--- config.mk ---
export PLATFORM = sky130hd
export DESIGN_NAME = bqcs_merge
export DESIGN_NICKNAME = d
export VERILOG_FILES = /design/src/rtl/assert_macros.svh /design/src/rtl/bqcs_pkg.sv /design/src/rtl/bqcs_merge.sv
export SDC_FILE = /design/constraint.sdc
export NUM_CORES = 1
export LEC_CHECK = 0
export ABC_AREA = 1
export BUFFER_PORTS_ARGS = -buffer_cell sky130_fd_sc_hd__buf_2
export CORE_AREA = 2 2 147 149
export DETAILED_ROUTE_END_ITERATION = 10
export DIE_AREA = 0 0 149 151
export HOLD_SLACK_MARGIN = 0.1
export SETUP_SLACK_MARGIN = 0.15
export SLEW_MARGIN = 15
export SYNTH_ARGS = -nofsm -noshare
export SYNTH_HDL_FRONTEND = slang
export SYNTH_SLANG_ARGS = --single-unit
--- constraint.sdc ---
create_clock -name clock -period 5.07 [get_ports clock]
set_input_delay 0.2535 -clock clock [delete_from_list [all_inputs] [get_ports clock]]
set_output_delay 0.2535 -clock clock [all_outputs]
set_load 0.01 [all_outputs]
--- src/rtl/assert_macros.svh ---
// Assertion macros used by the block's top-level RTL file.
`ifndef ASSERT_MACROS_SVH
`define ASSERT_MACROS_SVH

// Generic clocked assertion, silenced while reset is high
`define BQCS_ASSERT(label, prop, msg) \
   label: assert property (@(posedge clock) disable iff (reset) prop) else $error(msg);

// Antecedent implies consequent in the next cycle
`define BQCS_ASSERT_NEXT(label, ante, cons, msg) \
   `BQCS_ASSERT(label, (ante) |=> (cons), msg)

// Antecedent implies consequent in the same cycle
`define BQCS_ASSERT_SAME(label, ante, cons, msg) \
   `BQCS_ASSERT(label, (ante) |-> (cons), msg)

`endif

--- src/rtl/bqcs_pkg.sv ---
// Shared constants, types and functions of the Bayer quad component split.
package bqcs_pkg;

   // curve table geometry
   localparam int CURVE_INDEX_BITS = 16;
   localparam int CURVE_DEPTH      = 1 << CURVE_INDEX_BITS;
   localparam int SAMPLE_BITS      = 16;

   // sample format codes
   localparam logic [1:0] FMT_12_UNPACKED = 2'd0;
   localparam logic [1:0] FMT_12_PACKED   = 2'd1;
   localparam logic [1:0] FMT_14          = 2'd2;
   localparam logic [1:0] FMT_16          = 2'd3;

   // configuration register indexes
   localparam logic [1:0] CSR_SAMPLE_FORMAT = 2'd0;
   localparam logic [1:0] CSR_BAYER_ORDER   = 2'd1;
   localparam logic [1:0] CSR_CURVE_BYPASS  = 2'd2;

   // item kinds carried in req_tuser
   localparam logic MODE_PROCESS = 1'b0;
   localparam logic MODE_WRITE   = 1'b1;

   // curve table write, broadcast to every lane's copy
   typedef struct packed {
      logic                        en;
      logic [CURVE_INDEX_BITS-1:0] addr;
      logic [SAMPLE_BITS-1:0]      data;
   } curve_wr_type;

   // four colour components of one quad after the curve
   typedef struct packed {
      logic [SAMPLE_BITS-1:0] red;
      logic [SAMPLE_BITS-1:0] green_one;
      logic [SAMPLE_BITS-1:0] green_two;
      logic [SAMPLE_BITS-1:0] blue;
   } quad_type;

   // one result item
   typedef struct packed {
      logic [15:0] blue_minus_green;
      logic [15:0] red_minus_green;
      logic [15:0] green_difference;
      logic [15:0] green_sum;
   } result_type;

   // unpack one row word into {second, first}
   function automatic logic [31:0] unpack_pair(input logic [31:0] word,
                                               input logic [1:0]  fmt);
      logic [15:0] first;
      logic [15:0] second;
      first  = 16'd0;
      second = 16'd0;
      case (fmt)
         FMT_12_PACKED: begin
            first  = {4'd0, word[11:8], word[7:0]};
            second = {4'd0, word[23:16], word[15:12]};
         end
         FMT_14: begin
            first  = {2'd0, word[13:0]};
            second = {2'd0, word[29:16]};
         end
         FMT_16: begin
            first  = word[15:0];
            second = word[31:16];
         end
         default: begin
            first  = {4'd0, word[11:0]};
            second = {4'd0, word[27:16]};
         end
      endcase
      return {second, first};
   endfunction

endpackage

--- src/rtl/bqcs_merge.sv ---
// Merging stage: forms green sum and the three offset differences, clamped.
module bqcs_merge (
   input  logic                     clock,
   input  logic                     load,
   input  logic [1:0]               fmt,
   input  bqcs_pkg::quad_type       quad,
   output bqcs_pkg::result_type     result
);

   logic [15:0]          max_val;
   logic [17:0]          mid2;
   logic [16:0]          green_add;
   logic [15:0]          green_half;
   logic [17:0]          diff_g;
   logic [17:0]          diff_r;
   logic [17:0]          diff_b;
   bqcs_pkg::result_type result_in;
   bqcs_pkg::result_type result_ff;

   // floor halving of an 18-bit signed value, low 16 bits, clamped
   function automatic logic [15:0] half_clamp(input logic [17:0] v,
                                              input logic [15:0] maxv);
      logic [15:0] h;
      h = v[16:1];
      return (h > maxv) ? maxv : h;
   endfunction

   // format maximum and doubled midpoint
   always_comb begin
      case (fmt)
         bqcs_pkg::FMT_14: begin
            max_val = 16'h3fff;
            mid2    = 18'h04000;
         end
         bqcs_pkg::FMT_16: begin
            max_val = 16'hffff;
            mid2    = 18'h10000;
         end
         default: begin
            max_val = 16'h0fff;
            mid2    = 18'h01000;
         end
      endcase
   end

   // component arithmetic
   always_comb begin
      green_add  = {1'b0, quad.green_one} + {1'b0, quad.green_two};
      green_half = green_add[16:1];
      diff_g     = {2'b0, quad.green_one} - {2'b0, quad.green_two} + mid2;
      diff_r     = {2'b0, quad.red} - {2'b0, green_half} + mid2;
      diff_b     = {2'b0, quad.blue} - {2'b0, green_half} + mid2;

      result_in.green_sum        = (green_half > max_val) ? max_val : green_half;
      result_in.green_difference = half_clamp(diff_g, max_val);
      result_in.red_minus_green  = half_clamp(diff_r, max_val);
      result_in.blue_minus_green = half_clamp(diff_b, max_val);
   end

   // output register
   always_ff @(posedge clock) begin
      if (load) begin
         result_ff <= result_in;
      end
   end

   assign result = result_ff;

endmodule

==> reports/metrics.cfg <==
[cells_and_area]
area_growth_pct = 17.78
nets = 1321
layout-drive-gt1-share = 0.1894
final_util = 0.4084
diodes = 0
fin_cells = 1405
largest_reg_flops = 64

[min_path]
min_from = quad[48]
min_to = result[32]
holdPathStages = 5
hold_class = in -> reg

[grt]
grt_max_degree = 34
grt_pass1_wl_mm = 30.65
grtUsageTotal = 0.1754
grt_overflow = 0
antenna_found_initial = 0
grt_pass1_vias = 6260

[placement]
portBuffers = 131
gp_congestion = 0.9096
dpl.hpwl_mm = 16.28
dp.cells = 1388

[sta]
max_freq_ghz = 0.2196
setup-tns-final_ps = 0
min_period_ps = 4554
hold-worst-slack_ps = 427.7
finalCritPeriodShare = 0.8981
hold_violations = 0
maxSlewHeadroom = 0.4832
setup_violations = 0
slew_viol_final = 0
worstMarginPinSlew_ps = 775.2
rsz0062_at_grt = true

[yosys]
yosys_warnings = 0
netlist.area_leader.share = 0.2662
synth_area_leader_cell = edfxtp_1
synthArstFlopShare = 0
syn-num-nets = 1173
yosys_register_bits = 64
postSynthCellCount = 979
synth_cell_types = 38
synth_area_per_cell_um2 = 7.376
synth_edf_count = 64
synth.area.top_cells = edfxtp_1 (27%), ha_1 (20%), nand2_1 (16%)
synth_seq_area_share = 0.2662
synth_ff_type = edfxtp_1
synth_area_um2 = 7221

[pwr]
vdd_drop_max_mv = 0.1577
power_density_nw_per_um2 = 378.0
leakage_nw = 4.627

[die]
dieArea_um2 = 22500
coreArea_um2 = 20820
fp.dieH_um = 151
fp.dieW_um = 149
placementRows = 53
initial_core_util = 0.3468
ioPinCount = 132

[clock_network]
postCtsHoldBufs = 0
clockRootBuffer = clkbuf_16
cts_tree = built
htree_levels = 3
clock-sinks = 64
path_clk_slew_ps = 50
max-clock-path-buffers = 2
cts_buffers = 9

[detailed_routing]
num_vias = 6462
viasPerCell = 4.599
dr.pass1.iters = 5
remaining_drc_errors = 0
drtIter0Drc = 295
antenna_left = 0
totalWireLength_mm = 19.32
avgRoutedWirePerCell_um = 13.75

[critical_path]
startpoint_type = primary input
cp_max_fo = 16
setup.worst_path.class = in -> reg
required_ps = 5140
worst_setup_path_end_kind = register
arrival_ps = 4620

[run_status]
status = finished, final reports clean

[run]
maxCapViolCount = 0

==> where the power goes <==
group | total [mW] | switching, mW | internal [mW]
registers | 0.858 | 0.0365 | 0.821
clock network | 0.528 | 0.209 | 0.320
logic | 1.83 | 1.16 | 0.666
total | 3.21 | 1.41 | 1.81
==> worst max-delay path by stage <==
stage,slack (ps),cells past startpoint,end,start
CTS,430,32,result[36],quad[18]
floorplan,690,32,result[38],quad[18]
detailed placement,120,32,result[36],quad[18]
global route,130,32,result[36],quad[24]
global placement,230,32,result[38],quad[20]
finish,520,23,result[63],quad[28]
==> area by class of cell <==
class | count | area, µm²
Sequential cell | 64 | 1922
Inverter | 166 | 623.1
Timing Repair Buffer | 143 | 745.7
Multi-Input combinational cell | 743 | 4626
Tap cell | 275 | 344.1
Clock buffer | 11 | 232.7
Clock inverter | 3 | 11.26
Fill cell | 2218 | 12320
==> metrics by stage <==
step	instance area [µm²]	total power [mW]	worst slack (ps)
after global placement	8218	2.672	233.2
after CTS	8462	3.232	431.1
after detailed placement	8218	2.686	118.6
final	8504	3.214	516.4
after global routing	8504	3.541	126.8
after floorplan	7221	2.184	694.2
==> layer usage <==
layer  routed length [µm]  GRT usage  vias up
li1                     -          -     3459
met1                 9052     0.2290     2841
met2                 9115     0.3069      147
met3                  919    0.02741       15
met4                  235    0.03810        0
met5                    0          0        -
==> Yosys cell counts (all sizes together), types with 2 or more instances <==
cell type / n
nand2: 335
inv: 166
ha: 118
nand3: 73
nor2: 70
edfxtp: 64
a21oi: 44
xor2: 24
nand4: 18
o21ai: 13
o21bai: 9
fa: 8
nand3b: 7
nor3: 6
buf: 4
xnor2: 4
or2: 3
a21o: 2
a31oi: 2
clkbuf: 2
==> critical path, stage by stage <==
cell,delay (ps)
buf_2,150
inv_1,60
ha_1,370
o21ai_0,460
a21oi_1,120
o21bai_1,160
a21oi_1,70
xor2_1,180
buf_4,170
fa_1,470
inv_1,40
ha_1,330
inv_1,130
o22ai_1,100
nor2_1,100
o21ai_0,110
xor2_1,180
ha_1,290
nand2_1,70
o21ai_0,430
nand2_4,220
nand2_1,100
nand2_1,70
==> layout by cell type (no fill, tap or decap), types with 4 or more instances in the layout <==
master | netlist | routed
a21oi_1 | 39 | 39
buf_2 | 0 | 131
buf_4 | 0 | 12
clkbuf_16 | 0 | 9
edfxtp_1 | 64 | 64
fa_1 | 8 | 8
ha_1 | 118 | 118
inv_1 | 161 | 160
inv_2 | 5 | 6
nand2_1 | 303 | 303
nand2_2 | 30 | 28
nand2_4 | 2 | 4
nand3_1 | 63 | 63
nand3_2 | 10 | 10
nand3b_1 | 7 | 7
nand4_1 | 18 | 18
nor2_1 | 67 | 66
nor3_1 | 6 | 6
o21ai_0 | 11 | 10
o21bai_1 | 9 | 9
xnor2_1 | 4 | 4
xor2_1 | 22 | 22
==> kinds of logic after synthesis <==
family / after synthesis / synth area share
simple gates: 514 / 0.3136
buf+inv: 172 / 0.09600
fa+ha+maj: 126 / 0.2267
compound gates: 75 / 0.06152
flops: 64 / 0.2662
xor+xnor: 28 / 0.03604
==> timing repair <==
item / 4_1_cts / 5_1_grt
endpoints found under the setup margin: 0 / 32
resized for setup: 0 / 6
setup buffers: 0 / 3
No activity file was read; power rests on OpenSTA's default activity.
